==> src/hdl/vic_pkg.sv <==
// Shared types and constants for the tagged varint codec.
// No dependencies; compiled first.
package vic_pkg;

    localparam logic MODE_ENCODE = 1'b0;
    localparam logic MODE_DECODE = 1'b1;

    localparam logic [1:0] TAG_1B = 2'd0;
    localparam logic [1:0] TAG_2B = 2'd1;
    localparam logic [1:0] TAG_4B = 2'd2;
    localparam logic [1:0] TAG_9B = 2'd3;

    localparam logic [63:0] LIM_1B = 64'h3f;
    localparam logic [63:0] LIM_2B = 64'h3fff;
    localparam logic [63:0] LIM_4B = 64'h3fff_ffff;

    localparam logic [7:0] LEAD_9B = 8'hc0;

    typedef logic [3:0] t_count;

    typedef struct packed {
        logic        done;
        logic [63:0] value;
        t_count      count;
    } t_dec_res;

    typedef struct packed {
        logic [7:0] out_byte;
        logic       last;
        t_count     count;
    } t_enc_res;

    function automatic t_count len_of_tag(input logic [1:0] tag);
        t_count len;
        case (tag)
            TAG_1B:  len = 4'd1;
            TAG_2B:  len = 4'd2;
            TAG_4B:  len = 4'd4;
            default: len = 4'd9;
        endcase
        return len;
    endfunction

endpackage

==> src/hdl/vic_if.sv <==
// Channel interfaces for the tagged varint codec: input, result, config.
// Uses nothing beyond the language; compiled after vic_pkg.
interface vic_in_if;
    logic        valid;
    logic        ready;
    logic [63:0] value;
    logic [7:0]  in_byte;
    modport source (output valid, value, in_byte, input ready);
    modport sink   (input valid, value, in_byte, output ready);
endinterface

interface vic_out_if;
    logic        valid;
    logic        ready;
    logic [7:0]  out_byte;
    logic        last;
    logic [63:0] decoded_value;
    logic [3:0]  byte_count;
    modport source (output valid, out_byte, last, decoded_value, byte_count, input ready);
    modport sink   (input valid, out_byte, last, decoded_value, byte_count, output ready);
endinterface

interface vic_cfg_if;
    logic valid;
    logic ready;
    logic mode;
    modport source (output valid, mode, input ready);
    modport sink   (input valid, mode, output ready);
endinterface

==> src/hdl/vic_enc.sv <==
// Encoder byte select: tag, length and the byte at a given position.
// Depends on vic_pkg.
module vic_enc
    import vic_pkg::*;
(
    input  logic [63:0] i_value,
    input  logic [3:0]  i_idx,
    output t_enc_res    o_res
);
    logic [1:0] tag;
    t_count     total;
    t_count     pos;
    logic [7:0] vbyte;

    always_comb begin
        if (i_value > LIM_4B) begin
            tag = TAG_9B;
        end else if (i_value > LIM_2B) begin
            tag = TAG_4B;
        end else if (i_value > LIM_1B) begin
            tag = TAG_2B;
        end else begin
            tag = TAG_1B;
        end
        total = len_of_tag(tag);
        pos   = total - 4'd1 - i_idx;
        vbyte = i_value[{pos[2:0], 3'b000} +: 8];
        if (i_idx == 4'd0) begin
            if (tag == TAG_9B) begin
                o_res.out_byte = LEAD_9B;
            end else begin
                o_res.out_byte = {tag, vbyte[5:0]};
            end
        end else begin
            o_res.out_byte = vbyte;
        end
        o_res.last  = (i_idx == total - 4'd1);
        o_res.count = total;
    end
endmodule

==> src/hdl/vic_dec.sv <==
// Decoder state: accumulator, bytes seen and expected length.
// Depends on vic_pkg.
module vic_dec
    import vic_pkg::*;
(
    input  logic       i_clk,
    input  logic       i_rst_n,
    input  logic       i_step,
    input  logic [7:0] i_byte,
    input  logic       i_clear,
    output t_dec_res   o_res
);
    logic [63:0] r_acc, n_acc;
    t_count      r_seen, n_seen;
    t_count      r_exp, n_exp;

    always_comb begin
        if (r_exp == 4'd0) begin
            n_exp  = len_of_tag(i_byte[7:6]);
            n_acc  = (i_byte[7:6] == TAG_9B) ? 64'd0 : {58'd0, i_byte[5:0]};
            n_seen = 4'd1;
        end else begin
            n_exp  = r_exp;
            n_acc  = {r_acc[55:0], i_byte};
            n_seen = r_seen + 4'd1;
        end
        o_res.done  = (n_seen >= n_exp);
        o_res.count = n_exp;
        case (n_exp)
            4'd1:    o_res.value = n_acc & LIM_1B;
            4'd2:    o_res.value = n_acc & LIM_2B;
            4'd4:    o_res.value = n_acc & LIM_4B;
            default: o_res.value = n_acc;
        endcase
    end

    always_ff @(posedge i_clk) begin
        if (!i_rst_n || i_clear) begin
            r_acc  <= '0;
            r_seen <= '0;
            r_exp  <= '0;
        end else if (i_step) begin
            if (o_res.done) begin
                r_acc  <= '0;
                r_seen <= '0;
                r_exp  <= '0;
            end else begin
                r_acc  <= n_acc;
                r_seen <= n_seen;
                r_exp  <= n_exp;
            end
        end
    end
endmodule

==> src/hdl/tagged_varint_codec.sv <==
// Tagged varint codec, top level: input register, encoder/decoder, result register.
// Depends on vic_pkg, vic_if, vic_enc and vic_dec.
//
// Encodes a 64-bit value into 1, 2, 4 or 9 big-endian bytes (2-bit length tag in the
// first byte, 0xC0 lead for the 9-byte form) or, in decode mode, takes one byte per
// transaction and returns the value and its byte count when the last byte arrives.
// Encode emits one byte per cycle while the result register is free; the next value is
// taken in the cycle its last byte moves to the result register. Decode takes one byte
// every cycle unless a completing byte waits on a full result register. Results wait
// in a single result register; a new input is accepted while a result is pending.
// The user must write mode on the config channel only while idle; the block does not
// enforce it. A write also clears any partial decode.
module tagged_varint_codec
    import vic_pkg::*;
(
    input  logic     i_clk,
    input  logic     i_rst_n,
    vic_cfg_if.sink  i_cfg,
    vic_in_if.sink   i_in,
    vic_out_if.source o_out
);
    logic        r_mode;
    logic        r_a_valid;
    logic [63:0] r_a_value;
    logic [7:0]  r_a_byte;
    logic [3:0]  r_a_idx;

    logic        r_o_valid;
    logic [7:0]  r_o_byte;
    logic        r_o_last;
    logic [63:0] r_o_value;
    t_count      r_o_count;

    t_enc_res enc;
    t_dec_res dec;
    logic     is_enc;
    logic     b_free;
    logic     fire;
    logic     a_done;
    logic     in_acc;
    logic     cfg_acc;

    vic_enc u_enc (
        .i_value (r_a_value),
        .i_idx   (r_a_idx),
        .o_res   (enc)
    );

    vic_dec u_dec (
        .i_clk   (i_clk),
        .i_rst_n (i_rst_n),
        .i_step  (fire && !is_enc),
        .i_byte  (r_a_byte),
        .i_clear (cfg_acc),
        .o_res   (dec)
    );

    assign is_enc  = (r_mode == MODE_ENCODE);
    assign b_free  = !r_o_valid || o_out.ready;
    assign fire    = r_a_valid && (b_free || (!is_enc && !dec.done));
    assign a_done  = fire && (!is_enc || enc.last);
    assign i_in.ready = !r_a_valid || a_done;
    assign in_acc  = i_in.valid && i_in.ready;
    assign i_cfg.ready = 1'b1;
    assign cfg_acc = i_cfg.valid && i_cfg.ready;

    always_ff @(posedge i_clk) begin
        if (!i_rst_n) begin
            r_mode <= MODE_ENCODE;
        end else if (cfg_acc) begin
            r_mode <= i_cfg.mode;
        end
    end

    always_ff @(posedge i_clk) begin
        if (!i_rst_n) begin
            r_a_valid <= 1'b0;
            r_a_idx   <= '0;
        end else if (in_acc) begin
            r_a_valid <= 1'b1;
            r_a_idx   <= '0;
        end else if (a_done) begin
            r_a_valid <= 1'b0;
        end else if (fire) begin
            r_a_idx <= r_a_idx + 4'd1;
        end
    end

    always_ff @(posedge i_clk) begin
        if (in_acc) begin
            r_a_value <= i_in.value;
            r_a_byte  <= i_in.in_byte;
        end
    end

    always_ff @(posedge i_clk) begin
        if (!i_rst_n) begin
            r_o_valid <= 1'b0;
        end else if (fire && (is_enc || dec.done)) begin
            r_o_valid <= 1'b1;
        end else if (o_out.ready) begin
            r_o_valid <= 1'b0;
        end
    end

    always_ff @(posedge i_clk) begin
        if (fire && (is_enc || dec.done)) begin
            if (is_enc) begin
                r_o_byte  <= enc.out_byte;
                r_o_last  <= enc.last;
                r_o_value <= '0;
                r_o_count <= enc.count;
            end else begin
                r_o_byte  <= '0;
                r_o_last  <= 1'b0;
                r_o_value <= dec.value;
                r_o_count <= dec.count;
            end
        end
    end

    assign o_out.valid         = r_o_valid;
    assign o_out.out_byte      = r_o_byte;
    assign o_out.last          = r_o_last;
    assign o_out.decoded_value = r_o_value;
    assign o_out.byte_count    = r_o_count;
endmodule

==> src/flat_wrapper.sv <==
// flat-port wrapper written by rule: the top's interface ports become plain ports
module tagged_varint_codec_flat import vic_pkg::*;
  (i_clk, i_rst_n, i_cfg_valid, i_cfg_mode, i_cfg_ready, i_in_valid, i_in_value, i_in_in_byte, i_in_ready, o_out_valid, o_out_out_byte, o_out_last, o_out_decoded_value, o_out_byte_count, o_out_ready);
  vic_cfg_if i_cfg_i ();
  vic_in_if i_in_i ();
  vic_out_if o_out_i ();
  input  logic i_clk;
  input  logic i_rst_n;
  input wire logic [$bits(i_cfg_i.valid)-1:0] i_cfg_valid;
  input wire logic [$bits(i_cfg_i.mode)-1:0] i_cfg_mode;
  output wire logic [$bits(i_cfg_i.ready)-1:0] i_cfg_ready;
  input wire logic [$bits(i_in_i.valid)-1:0] i_in_valid;
  input wire logic [$bits(i_in_i.value)-1:0] i_in_value;
  input wire logic [$bits(i_in_i.in_byte)-1:0] i_in_in_byte;
  output wire logic [$bits(i_in_i.ready)-1:0] i_in_ready;
  output wire logic [$bits(o_out_i.valid)-1:0] o_out_valid;
  output wire logic [$bits(o_out_i.out_byte)-1:0] o_out_out_byte;
  output wire logic [$bits(o_out_i.last)-1:0] o_out_last;
  output wire logic [$bits(o_out_i.decoded_value)-1:0] o_out_decoded_value;
  output wire logic [$bits(o_out_i.byte_count)-1:0] o_out_byte_count;
  input wire logic [$bits(o_out_i.ready)-1:0] o_out_ready;
  assign i_cfg_i.valid = i_cfg_valid;
  assign i_cfg_i.mode = i_cfg_mode;
  assign i_cfg_ready = i_cfg_i.ready;
  assign i_in_i.valid = i_in_valid;
  assign i_in_i.value = i_in_value;
  assign i_in_i.in_byte = i_in_in_byte;
  assign i_in_ready = i_in_i.ready;
  assign o_out_valid = o_out_i.valid;
  assign o_out_out_byte = o_out_i.out_byte;
  assign o_out_last = o_out_i.last;
  assign o_out_decoded_value = o_out_i.decoded_value;
  assign o_out_byte_count = o_out_i.byte_count;
  assign o_out_i.ready = o_out_ready;
  tagged_varint_codec u_core (.i_clk(i_clk), .i_rst_n(i_rst_n), .i_cfg(i_cfg_i), .i_in(i_in_i), .o_out(o_out_i));
endmodule
==> config.mk <==
export PLATFORM = sky130hd
export DESIGN_NAME = tagged_varint_codec_flat
export DESIGN_NICKNAME = d
export VERILOG_FILES = /design/src/hdl/vic_pkg.sv /design/src/hdl/vic_if.sv /design/src/hdl/vic_enc.sv /design/src/hdl/vic_dec.sv /design/src/hdl/tagged_varint_codec.sv /design/src/flat_wrapper.sv
export SDC_FILE = /design/constraint.sdc
export NUM_CORES = 1
export LEC_CHECK = 0
export ABC_AREA = 1
export BUFFER_PORTS_ARGS = -buffer_cell sky130_fd_sc_hd__buf_4
export CAP_MARGIN = 20
export CORE_UTILIZATION = 45
export DETAILED_ROUTE_END_ITERATION = 10
export PLACE_DENSITY = 0.73
export SYNTH_ARGS = -nofsm -noshare
export SYNTH_HDL_FRONTEND = slang
export SYNTH_SLANG_ARGS = --single-unit
==> constraint.sdc <==
create_clock -name i_clk -period 11.5 [get_ports i_clk]
set_input_delay 1.15 -clock i_clk [delete_from_list [all_inputs] [get_ports i_clk]]
set_output_delay 1.15 -clock i_clk [all_outputs]
set_load 0.01 [all_outputs]
### Word level (Yosys, flattened, before mapping)

Cells that the tools add are included.

| word-level totals | value |
|---|---|
| flip-flop bits (word level) | 220 |
| bits of input ports | 78 |
| output and inout bits | 80 |
| word-level logic and storage cells | 79 |

| operators by class | value |
|---|---|
| $add $sub $neg | 4 |
| order comparisons | 4 |
| equal/unequal tests | 10 |
| shift operators | 1 |
| multiplexer cells | 20 |
| bitwise gates (word level) | 3 |
| reduce and logical (&&, ||, !) cells | 24 |

Operator list:

| cell | count |
|---|---|
| one-hot mux 64 bit (3 select lines) | 1 |
| > comparator 64 x 14 -> 1 bit (second input constant) | 1 |
| > comparator 64 x 30 -> 1 bit (second input constant) | 1 |
| > comparator 64 x 6 -> 1 bit (second input constant) | 1 |
| two-way mux 64 bit | 1 |
| indexed part select 64 x 7 -> 8 bit | 1 |
| two-way mux 56 bit | 1 |
| one-hot mux 4 bit (3 select lines) | 2 |
| two-way mux 4 bit | 5 |
| two-way mux 8 bit | 2 |
| adder 4 x 1 -> 4 bit (second input constant) | 2 |
| equality test 2 bit (second input constant) | 4 |
| logical NOT 4 bit | 2 |
| logical AND 1 bit | 6 |
| logical OR 1 bit | 6 |
| two-way mux 6 bit | 1 |
| two-way mux 1 bit | 5 |
| equality test 2 x 1 -> 1 bit (second input constant) | 2 |
| equality test 4 x 1 -> 1 bit (second input constant) | 1 |
| equality test 4 x 2 -> 1 bit (second input constant) | 1 |
| equality test 4 x 3 -> 1 bit (second input constant) | 1 |
| equality test 4 bit | 1 |
| greater-or-equal comparator 4 bit | 1 |
| logical NOT 1 bit | 4 |
| 8 further kinds | 13 |

### Longest topological paths before layout

Gate-level depths: netlist of the first run.

| depth | value |
|---|---|
| depth in word-level cells | 13 |
| depth in mapped cells | 18 |
| gate-level depth less buffers | 18 |

### Modules after synthesis

Synthesis of the first run repeated with hierarchy kept, for this count alone.

| unflattened totals | value |
|---|---|
| cells, all modules | 1123 |
| area total of the unflattened synthesis | 10415.0 µm² |

Modules (own cells, without submodules):

| module | times used | cells each | area each (µm²) |
|---|---|---|---|
| tagged_varint_codec | 1 | 382 | 5569.1 |
| vic_dec | 1 | 514 | 3724.8 |
| vic_enc | 1 | 227 | 1121.1 |

### Worst setup path before layout of the first run

OpenSTA, ideal clock, no wires.

| timing | value |
|---|---|
| path type | flip-flop to flip-flop |
| start point | reg u_core.r_a_value[30] |
| end point | reg u_core.r_a_byte[0] (enable) |
| library setup time | 426 ps |
| data arrival time | 3690 ps |
| required time | 11074 ps |
| setup slack | 7384 ps |
| cell stages (with the launch flop) | 18 |
| buffers on the path | 0 |
| path through | edfxtp_1 nor2_1 inv_1 nor2_1 nand3_1 nor2_1 inv_1 nor2_1 nor2_1 ha_1 inv_1 nor2_1 nand3_1 nand2_1 nand2_1 nand2_1 nand2_1 inv_1 |

| between the ends | value |
|---|---|
| cells in the longest elaborated chain, start to end | 12 |
| elaborated cells between the ends (all ways) | 16 |

RTL lines:

| item | line | source |
|---|---|---|
| start: declaration | tagged_varint_codec.sv:24 | `logic [63:0] r_a_value;` |
| start signal: assignment | tagged_varint_codec.sv:91 | `r_a_value <= i_in.value;` |
| > comparator 64 x 6 -> 1 bit | vic_enc.sv:20 | `end else if (i_value > LIM_1B) begin` |
| two-way mux 1 bit | vic_enc.sv:20 |  |
| two-way mux 2 bit | vic_enc.sv:18 | `end else if (i_value > LIM_2B) begin` |
| two-way mux 2 bit * | vic_enc.sv:16 | `if (i_value > LIM_4B) begin` |
| equality test 2 bit, or another cell as far along | vic_pkg.sv:35 | `case (tag)` |
| one-hot mux 4 bit (3 select lines) * | vic_pkg.sv:35 |  |
| subtractor 4 x 1 -> 4 bit * | vic_enc.sv:37 | `o_res.last = (i_idx == total - 4'd1);` |
| equality test 4 bit * | vic_enc.sv:37 |  |
| logical OR 1 bit * | tagged_varint_codec.sv:61 | `assign a_done = fire && (!is_enc \|\| enc.last);` |
| logical AND 1 bit * | tagged_varint_codec.sv:61 |  |
| logical OR 1 bit * | tagged_varint_codec.sv:62 | `assign i_in.ready = !r_a_valid \|\| a_done;` |
| net i_in_ready | flat_wrapper.sv:15 | `output wire logic [$bits(i_in_i.ready)-1:0] i_in_ready;` |
| logical AND 1 bit * | tagged_varint_codec.sv:63 | `assign in_acc = i_in.valid && i_in.ready;` |
| net u_core.in_acc | tagged_varint_codec.sv:40 | `logic in_acc;` |
| end signal: assignment | tagged_varint_codec.sv:92 | `r_a_byte <= i_in.in_byte;` |
| end: declaration | tagged_varint_codec.sv:25 | `logic [7:0] r_a_byte;` |

Mark *: on every way through the listed nets, which the timed path passes. The rest lies on a longest branch.
A chain may end at the register's enable or synchronous reset.

### Worst setup path in the final report of the first run

| timing | value |
|---|---|
| start point | reg u_core.u_dec.r_exp[1] |
| end point | out i_in_ready |

| between the ends | value |
|---|---|
| cells in the longest elaborated chain, start to end | 9 |
| elaborated cells between the ends (all ways) | 10 |

RTL lines:

| item | line | source |
|---|---|---|
| start: declaration | vic_dec.sv:15 | `t_count r_exp, n_exp;` |
| start signal: assignment | vic_dec.sv:50 | `r_exp <= n_exp;` |
| logical NOT 4 bit | vic_dec.sv:18 | `if (r_exp == 4'd0) begin` |
| two-way mux 4 bit | vic_dec.sv:18 |  |
| greater-or-equal comparator 4 bit * | vic_dec.sv:27 | `o_res.done = (n_seen >= n_exp);` |
| logical NOT 1 bit * | tagged_varint_codec.sv:60 | `assign fire = r_a_valid && (b_free \|\| (!is_enc && !dec.done));` |
| logical AND 1 bit * | tagged_varint_codec.sv:60 |  |
| logical OR 1 bit * | tagged_varint_codec.sv:60 |  |
| logical AND 1 bit * | tagged_varint_codec.sv:60 |  |
| logical AND 1 bit * | tagged_varint_codec.sv:61 |  |
| logical OR 1 bit * | tagged_varint_codec.sv:62 |  |
| end: declaration | flat_wrapper.sv:15 |  |

Mark *: on every way between the ends. The rest lies on a longest branch, timed or not.

==> run metrics, run 1 <==
status=finished, final reports clean; drt drc=0; first-pass GRT wire length=~32000 µm; sequential fraction of the synthesis area=64.0%; height of the die=145 µm; Worst EP required=10.35 ns; Setup-failing EPs final=0; P per Cell Area=156 nW/µm²; Setup TNS=0 ns; Post-Syn Nets=980; antenna violations before repair=0; vias in the first global route=around 6.5k; Worst setup EP type=output pin; placed cells=1267; largest family of logic cells by synthesized area=simple AND/OR/NAND/NOR gates; Worst slew margin=30.7%; Post-Synth Simple-Gate Area=19.6%; RSZ-0062 raised after global routing=no; clk buf depth=3; Synth Area in Compound Gates=8.56%; final slew viol count=0; Arrival @ worst endpoint=4.00 ns; first-pass detailed-route iteration total=5; die width=145 µm; Tightest Pin Transition=slightly above 1 ns; TritonCTS clock tree=done; die area=21000 µm²; clock latency on the worst-skew pair=around 0.5 ns; Synth cell types=37; total track usage=18.9%; Post-Layout Cell Count=1310; Cells after Synth=889; ANT nets after route=0; Syn-to-layout area delta=22.5%; Max H-tree Level=1; Synth Warn #=0; mux cell area share after synthesis=0%; Fmax achieved=0.194 GHz; hold buffers post-CTS=0; CTS Root Cell=clkbuf_16; VDD IR max=between 0.1 and 0.15 mV; Post-CTS Resized=0; FFs w/ async S/R, synth=0%; register cell area after layout=~5900 µm²; IO buf count=between 150 and 200; largest net degree at the start of global routing=111; vias per inst=5.05; diode count=0; routed len/inst=15.3 µm; Final Core Density=57.0%; core area=19800 µm²; HPWL Detailed=around 13000 µm; Min Clock Period, post-route=5.15 ns; Post-CTS Setup Bufs=0; CTS Buf Count=23; Mapped Area=9210 µm²; worst min path class=reg -> reg; drt initial violations=464; Synth Area in XOR/XNOR=0.571%; part of the cycle the worst path needs=44.7%; Top FF cell, synth=edfxtp_1; Yosys reg bits=220; final wirelength=roughly 20000 µm; Fin. Hold Viols=0; syn avg cell area=10.4 µm²; Worst Clk Skew=approximately 0.01 ns; CTS sink count=220; Initial Utilization=46.5%; share of cells above drive strength 1=around a quarter; multi-input logic area=2840 µm²; CP max FO=110; # rows=51; Max Cap Viol=0; Total Nets Final=1119; crit path kind=reg -> out; post-synthesis adder-cell area fraction=1.85%; fill count=1704; Pleak=around 4.1 nW; total I/O pin count=158; Setup crit start kind=flip-flop; Post-synth EDFFs=149; Clk pin slew, worst setup/hold paths=about 0.06 ns; Via Count=6618; gr ovfl total=0; Routability Congestion=0.829
## Yosys cell counts (all sizes together) (2+ instances only)
master | n | area [µm²]
a21oi | 79 | 399
buf | 22 | 143
clkbuf | 29 | 109
dfxtp | 71 | 1420
edfxtp | 149 | 4470
ha | 12 | 150
inv | 64 | 240
nand2 | 169 | 637
nand3 | 77 | 400
nand4 | 11 | 98.8
nor2 | 117 | 502
nor3 | 22 | 160
o2111ai | 6 | 52.6
o211ai | 7 | 52.6
o21ai | 35 | 198
o21bai | 2 | 15.0
o22ai | 4 | 25.0
xor2 | 6 | 52.6
## path summary, 6_finish.rpt
check	startpoint	endpoint	slack, ns	cells past startpoint
worst max-delay path	u_core.u_dec.r_exp[1]$_SDFFE_PP0P_	i_in_ready	6.35	14
worst max register to register	u_core.u_dec.r_exp[1]$_SDFFE_PP0P_	u_core.o_out.decoded_value[14]$_SDFFCE_PN0P_	6.88	14
worst min-delay path	u_core.u_dec.r_acc[54]$_SDFFE_PP0P_	u_core.u_dec.r_acc[54]$_SDFFE_PP0P_	0.46	2
worst min register to register	u_core.u_dec.r_acc[54]$_SDFFE_PP0P_	u_core.u_dec.r_acc[54]$_SDFFE_PP0P_	0.46	2
## layout by cell type (no fill, tap or decap), types with 9 or more instances in the layout
cell type and instances:
a21oi_1 78, buf_4 165, clkbuf_16 23, dfxtp_1 71, edfxtp_1 149, ha_1 12, inv_1 59, nand2_1 166
nand3_1 74, nand4_1 9, nor2_1 92, nor2_2 24, nor3_1 12, nor3_2 10, o21ai_0 32
## state kept, by name, indices dropped and copies added, names as in the netlist
signal	count
u_core.o_out.decoded_value	64
u_core.r_a_value	64
u_core.u_dec.r_acc	56
u_core.o_out.out_byte	8
u_core.r_a_byte	8
u_core.o_out.byte_count	4
u_core.r_a_idx	4
u_core.u_dec.r_exp	4
u_core.u_dec.r_seen	4
u_core.o_out.last	1
u_core.o_out.valid	1
u_core.r_a_valid	1
u_core.r_mode	1
## through the flow
| step | hold slack, ns | instance area, µm² | total power [mW] | setup WS [ns] |
|---|---|---|---|---|
| 2_1_floorplan | 0.440 | 9210 | 0.996 | 7.38 |
| 3_3_place_gp | 0.448 | 10500 | 1.06 | 7.03 |
| 3_5_place_dp | 0.454 | 10500 | 1.06 | 6.88 |
| 4_1_cts | 0.465 | 11300 | 1.77 | 6.31 |
| 5_1_grt | 0.482 | 11300 | 1.82 | 5.98 |
| 6_report | 0.461 | 11300 | 1.76 | 6.35 |
## cells by family (layout without fill, tap and decap cells)
| group | after synthesis | after routing |
|---|---|---|
| other | 1 | 1 |
| XOR/XNOR | 6 | 6 |
| flip-flops | 220 | 220 |
| adder cells (fa/ha/maj) | 13 | 13 |
| AND/OR/NAND/NOR | 397 | 397 |
| AO/OA/AOI/OAI | 137 | 137 |
| buffers and inverters | 115 | 271 |
## critical path: stages (launching register included)
cell and delay (ns):
dfxtp_1 0.36, nor2_2 0.08, nand3_4 0.05, buf_4 0.78, inv_2 0.18, nand2_2 0.26
nand2_1 0.12, inv_1 0.17, ha_1 0.29, a21oi_1 0.17, nand4_1 0.25, a21oi_2 0.40
nand2_1 0.10, nand2_1 0.13, buf_4 0.14
## final cells by class
class	instances	area share, %
Multi-Input combinational cell	554	25.1
Sequential cell	220	52.3
Timing Repair Buffer	165	11.0
Inverter	64	2.14
Clock buffer	27	5.24
Tap cell	265	2.94
Clock inverter	15	1.29
## power breakdown
group	switching [mW]	internal (mW)
combinational	0.0906	0.0571
sequential	0.0150	0.883
clock	0.298	0.416
total	0.404	1.36
## layer usage
metal / global-route usage (%) / wire (µm) / part of all wire [%] / up-vias
met5: 0 / 0 / 0 / -
met4: 6.17 / 513 / 2.6 / 0
met3: 3.27 / 967 / 4.8 / 32
met2: 32.9 / 10000 / 50 / 202
met1: 23.9 / 8480 / 42 / 3059
li1: - / - / - / 3325
Power figures use the tool's default switching activity.
==> run 2: changes to the inputs <==
Clock period 11.5 ns to 5.3 ns, I/O delays scaled along.
==> run metrics, run 2 (same netlist as run 1, synthesis figures left out) <==
Worst Clk Skew=0.0179 ns (was 0.00996 ns); Max H-tree Level=1 (unchanged); part of the cycle the worst path needs=84.8%; Worst R2R Path Depth=14 (unchanged); min-delay src=i_in_value[18] (was u_core.u_dec.r_acc[54]$_SDFFE_PP0P_); # rows=51 (unchanged); largest net degree at the start of global routing=58 (was 111); R2R setup slack=0.80 ns (was 6.88 ns); Min Clock Period, post-route=about 4.5 ns; Syn-to-layout area delta=23.0% (was 22.5%); vias per inst=5.02 (was 5.05); Setup TNS=0 ns (unchanged); drt drc=0 (unchanged); Clk pin slew, worst setup/hold paths=0.06 ns (about the same); clock latency on the worst-skew pair=0.51 ns (was 0.50 ns); RSZ-0062 raised after global routing=no (unchanged); first-pass detailed-route iteration total=5 (unchanged); Post-CTS Setup Bufs=0 (unchanged); die area=21000 µm² (unchanged); CTS sink count=220 (unchanged); total I/O pin count=158 (unchanged); antenna violations before repair=0 (unchanged); CTS Buf Count=23 (unchanged); HPWL Detailed=13600 µm (was 13500 µm); diode count=0 (unchanged); Tightest Pin Transition=0.739 ns (was 1.04 ns); share of cells above drive strength 1=24.1% (was 23.7%); Post-CTS Resized=0 (unchanged); Fmax achieved=0.222 GHz; routed len/inst=15.0 µm (was 15.3 µm); fin area=11300 µm² (about the same); P per Cell Area=335 nW/µm² (was 156 nW/µm²); Fin. Hold Viols=0 (unchanged); TritonCTS clock tree=done (unchanged); hold path endpoint=u_core.r_a_value[18]$_DFFE_PP_ (was u_core.u_dec.r_acc[54]$_SDFFE_PP0P_); Total Nets Final=1120 (was 1119); total track usage=18.7% (was 18.9%); die width=145 µm (unchanged); Setup crit start kind=flip-flop (unchanged); Via Count=6587 (was 6618); IO buf count=156 (unchanged); drt initial violations=501 (was 464); final wirelength=19600 µm (was 20000 µm); Max Cap Viol=0 (unchanged); Reg2Reg Launch Point=u_core.u_dec.r_exp[1]$_SDFFE_PP0P_ (unchanged); CP max FO=57 (was 110); Worst EP required=5.48 ns (was 10.35 ns); clk buf depth=3 (unchanged); final slew viol count=0 (unchanged); worst min path class=in -> reg (was reg -> reg); leading cell type in the layout, fill and taps excluded=nand2_1 (unchanged); first-pass GRT wire length=32100 µm (was 32500 µm); vias in the first global route=6437 (was 6540); placed cells=1269 (was 1267); Initial Utilization=46.5% (unchanged); crit path kind=reg -> reg (was reg -> out); Routability Congestion=0.840 (was 0.829); status=finished, final reports clean (unchanged); Worst setup EP type=flip-flop (was output pin); gr ovfl total=0 (unchanged); VDD IR max=0.241 mV (was 0.127 mV); core area=19800 µm² (unchanged); Reg2Reg Capture Point=u_core.r_a_value[49]$_DFFE_PP_ (was u_core.o_out.decoded_value[14]$_SDFFCE_PN0P_); most frequent cells in the layout=nand2_1, buf_4, edfxtp_1, nor2_1, a21oi_1 (unchanged); fill count=1706 (was 1704); height of the die=145 µm (unchanged); hold buffers post-CTS=0 (unchanged); Post-Layout Cell Count=1311 (was 1310); CTS Root Cell=clkbuf_16 (unchanged); Worst slew margin=50.6% (was 30.7%); dpl cell area=10600 µm² (was 10500 µm²); Pleak=4.17 nW (was 4.13 nW); Arrival @ worst endpoint=4.68 ns (was 4.00 ns); ANT nets after route=0 (unchanged); WHS Path Cells=1 (was 2); Setup-failing EPs final=0 (unchanged)
[run 2: cell types whose count changed in the layout (fill, tap and decap cells not counted)]
| cell | before | now |
|---|---|---|
| clkbuf_8 | 0 | 7 |
| clkinv_1 | 7 | 1 |
| buf_12 | 0 | 4 |
| buf_4 | 165 | 162 |
| clkbuf_1 | 4 | 7 |
| clkinv_2 | 1 | 4 |
| clkinv_4 | 3 | 0 |
| bufinv_16 | 2 | 0 |
| clkinv_8 | 1 | 0 |
| clkinvlp_4 | 1 | 0 |
[run 2: stage by stage]
stage,setup WS [ns],utilization [%],power (mW),hold WS [ns]
finish,0.803,57.3,3.79,0.198
global placement,1.00,53.4,2.31,0.451
CTS,0.795,57.3,3.83,0.182
global route,0.295,57.3,3.92,0.187
floorplan,1.18,-,2.16,0.440
detailed placement,0.832,53.6,2.32,0.453
[run 2: worst max-delay path, cell delays in order (launching register included)]
cell	delay, ns
dfxtp_1	0.33
nor2_2	0.19
nand3_4	0.49
buf_4	0.52
o21ai_4	0.26
inv_1	0.11
ha_1	0.32
nand4_1	0.10
nand4_1	0.24
a21oi_2	0.40
nand2_1	0.09
nand2_1	0.11
nand2_1	0.09
inv_2	0.54
buf_12	0.32
[run 2: worst max-delay path by stage]
stage | end | start | slack (ns) | cells past startpoint
after floorplan | u_core.r_a_byte[0]$_DFFE_PP_ | u_core.r_a_value[30]$_DFFE_PP_ | 1.18 | 17
after global placement | u_core.r_a_value[18]$_DFFE_PP_ | u_core.u_dec.r_exp[1]$_SDFFE_PP0P_ | 1.00 | 14
after detailed placement | u_core.r_a_value[49]$_DFFE_PP_ | u_core.r_a_value[49]$_DFFE_PP_ | 0.83 | 19
after CTS | u_core.r_a_value[49]$_DFFE_PP_ | u_core.u_dec.r_exp[1]$_SDFFE_PP0P_ | 0.80 | 15
after global routing | u_core.r_a_value[3]$_DFFE_PP_ | u_core.r_a_value[49]$_DFFE_PP_ | 0.30 | 19
final | u_core.r_a_value[49]$_DFFE_PP_ | u_core.u_dec.r_exp[1]$_SDFFE_PP0P_ | 0.80 | 14
[run 2: report_power, final]
part	total, mW	switching (mW)	internal [mW]
Sequential	1.95	0.0299	1.92
Combinational	0.329	0.200	0.129
Clock	1.52	0.617	0.899
Total	3.79	0.848	2.94
[run 2: metal layers]
layer / wire length (µm) / GRT usage [%] / vias to the layer above
met4: 356 / 5.21 / 0
met5: 0 / 0 / -
met2: 9640 / 31.6 / 175
met1: 8560 / 24.6 / 3062
li1: - / - / 3319
met3: 1090 / 3.49 / 31
[run 2: area by class of cell]
type	count	area, µm²	area share (%)
Sequential cell	220	5900	52.0
Multi-Input combinational cell	554	2840	25.0
Timing Repair Buffer	166	1300	11.4
Clock buffer	37	698	6.16
Tap cell	265	332	2.93
Inverter	64	241	2.13
Clock inverter	5	27.5	0.243
==> run 3: changes to the inputs <==
Settings changed: PLACE_DENSITY 0.73 to 0.76.
Clock period 5.3 ns to 3.9 ns, I/O delays scaled along.
==> run metrics, run 3 (same netlist as run 1, synthesis figures left out) <==
Via Count=6732 (was 6587); Fin. Hold Viols=0 (unchanged); diode count=0 (unchanged); first-pass GRT wire length=32600 µm (was 32100 µm); Worst EP required=3.51 ns (was 5.48 ns); Setup crit start kind=flip-flop (unchanged); core area=19800 µm² (unchanged); routed len/inst=15.1 µm (was 15.0 µm); min-delay src=i_in_value[0] (was i_in_value[18]); VDD IR max=0.408 mV (was 0.241 mV); final slew viol count=0 (unchanged); Clk pin slew, worst setup/hold paths=0.06 ns (about the same); clock latency on the worst-skew pair=0.50 ns (was 0.51 ns); IO buf count=156 (unchanged); die width=145 µm (unchanged); largest net degree at the start of global routing=107 (was 58); most frequent CP cell=nand2_1 (unchanged); Arrival @ worst endpoint=3.15 ns (was 4.68 ns); Initial Utilization=46.5% (unchanged); ANT nets after route=0 (unchanged); Worst Clk Skew=0.00924 ns (was 0.0179 ns); Worst R2R Path Depth=15 (was 14); final wirelength=19900 µm (was 19600 µm); antenna violations before repair=0 (unchanged); hold path endpoint=u_core.r_a_value[0]$_DFFE_PP_ (was u_core.r_a_value[18]$_DFFE_PP_); total chip power=5.13 mW (was 3.79 mW); Min Clock Period, post-route=3.54 ns; Syn-to-layout area delta=23.0% (unchanged); share of cells above drive strength 1=24.0% (was 24.1%); Reg2Reg Launch Point=u_core.u_dec.r_exp[1]$_SDFFE_PP0P_ (unchanged); CTS Root Cell=clkbuf_16 (unchanged); CTS Buf Count=23 (unchanged); cell family with most CP delay=simple AND/OR/NAND/NOR gates (was buffers and inverters); most frequent cells in the layout=nand2_1, buf_4, edfxtp_1, nor2_1, a21oi_1 (unchanged); HPWL Detailed=13500 µm (was 13600 µm); WHS Path Cells=1 (unchanged); Worst setup EP type=output pin (was flip-flop); Pleak=4.15 nW (was 4.17 nW); Setup TNS=0 ns (unchanged); Max Cap Viol=0 (unchanged); max incr delay on CP=0.34 ns (was 0.54 ns); Max H-tree Level=1 (unchanged); vias in the first global route=6579 (was 6437); worst min path class=in -> reg (unchanged); P per Cell Area=453 nW/µm² (was 335 nW/µm²); die area=21000 µm² (unchanged); TritonCTS clock tree=done (unchanged); leading cell type in the layout, fill and taps excluded=nand2_1 (unchanged); Routability Congestion=0.848 (was 0.840); Total Nets Final=1122 (was 1120); total track usage=19.1% (was 18.7%); RSZ-0062 raised after global routing=no (unchanged); status=finished, final reports clean (unchanged); CP max FO=13 (was 57); Reg2Reg Capture Point=u_core.r_a_byte[7]$_DFFE_PP_ (was u_core.r_a_value[49]$_DFFE_PP_); height of the die=145 µm (unchanged); # rows=51 (unchanged); R2R setup slack=0.48 ns (was 0.80 ns); Worst slew margin=33.1% (was 50.6%); vias per inst=5.13 (was 5.02); drt initial violations=480 (was 501); Post-CTS Setup Bufs=0 (unchanged); crit path kind=reg -> out (was reg -> reg); clk buf depth=3 (unchanged); Setup-failing EPs final=0 (unchanged); drt drc=0 (unchanged); gr ovfl total=0 (unchanged); part of the cycle the worst path needs=between 90% and 100%; hold buffers post-CTS=0 (unchanged); Post-CTS Resized=0 (unchanged); critical path's slowest cell=ha_1 (was inv_2); Fmax achieved=roughly 0.28 GHz; total I/O pin count=158 (unchanged); Tightest Pin Transition=1.00 ns (was 0.739 ns); Buffers & Inverters on Critical Path=3 (was 4); CTS sink count=220 (unchanged); first-pass detailed-route iteration total=5 (unchanged); CP cell instances=nor2_2, nand3_4, inv_2, nand2_2, nand2_1, inv_1, ha_1, a21oi_1, nand4_1, a21oi_4, nand2_1, nand2_1, buf_4 (was nor2_2, nand3_4, buf_4, o21ai_4, inv_1, ha_1, nand4_1, nand4_1, a21oi_2, nand2_1, nand2_1, nand2_1, inv_2, buf_12)
-- run 3: worst reg2reg max path: cells and delay by family (launching register included) --
kind | cells | cell delay [ns]
flops | 1 | 0.33
fa+ha+maj | 1 | 0.34
buf+inv | 4 | 0.64
compound gates | 2 | 0.49
simple gates | 8 | 1.22
-- run 3: power breakdown --
part / switching, mW / internal (mW) / total [mW]
combinational: 0.272 / 0.179 / 0.451
sequential: 0.0434 / 2.60 / 2.65
clock: 0.839 / 1.20 / 2.04
-- run 3: through the flow --
step,utilization (%),area (µm²),setup WS [ns],cells,hold slack [ns]
global placement,53.7,10600,0.632,1271,0.448
CTS,57.2,11300,0.309,1312,0.0452
floorplan,-,9210,0.0819,889,0.440
detailed placement,53.7,10600,0.477,1271,0.454
global route,57.3,11300,0.00447,1312,0.0462
finish,57.3,11300,0.356,1312,0.0667
-- run 3: final cells by class --
cell class              instances  area, µm²
clock buffers                  34        638
clock inverters                 7       58.8
fillers                      1699       8450
inverters                      64        245
multi-input cells             554       2850
flip-flops and latches        220       5900
well taps                     265        332
repair buffers                168       1310
-- run 3: routing by layer --
metal	share of wire [%]	wire, µm	GRT usage [%]	vias up
met4	3.8	755	8.24	0
met2	48	9620	31.8	258
met1	42	8340	24.5	3103
met3	5.8	1150	3.46	53
li1	-	-	-	3318
met5	0	0	0	-
-- run 3: worst max path at each step --
stage | startpoint | to | slack (ns) | cells after the start
after global placement | u_core.u_dec.r_exp[1]$_SDFFE_PP0P_ | u_core.r_a_value[27]$_DFFE_PP_ | 0.63 | 15
after CTS | u_core.r_a_value[49]$_DFFE_PP_ | i_in_ready | 0.31 | 16
after floorplan | u_core.r_a_byte[7]$_DFFE_PP_ | u_core.o_out.byte_count[0]$_DFFE_PP_ | 0.08 | 13
after global routing | u_core.u_dec.r_exp[1]$_SDFFE_PP0P_ | i_in_ready | 0.004 | 13
final | u_core.u_dec.r_exp[1]$_SDFFE_PP0P_ | i_in_ready | 0.36 | 13
after detailed placement | u_core.u_dec.r_exp[1]$_SDFFE_PP0P_ | u_core.r_a_value[26]$_DFFE_PP_ | 0.48 | 15
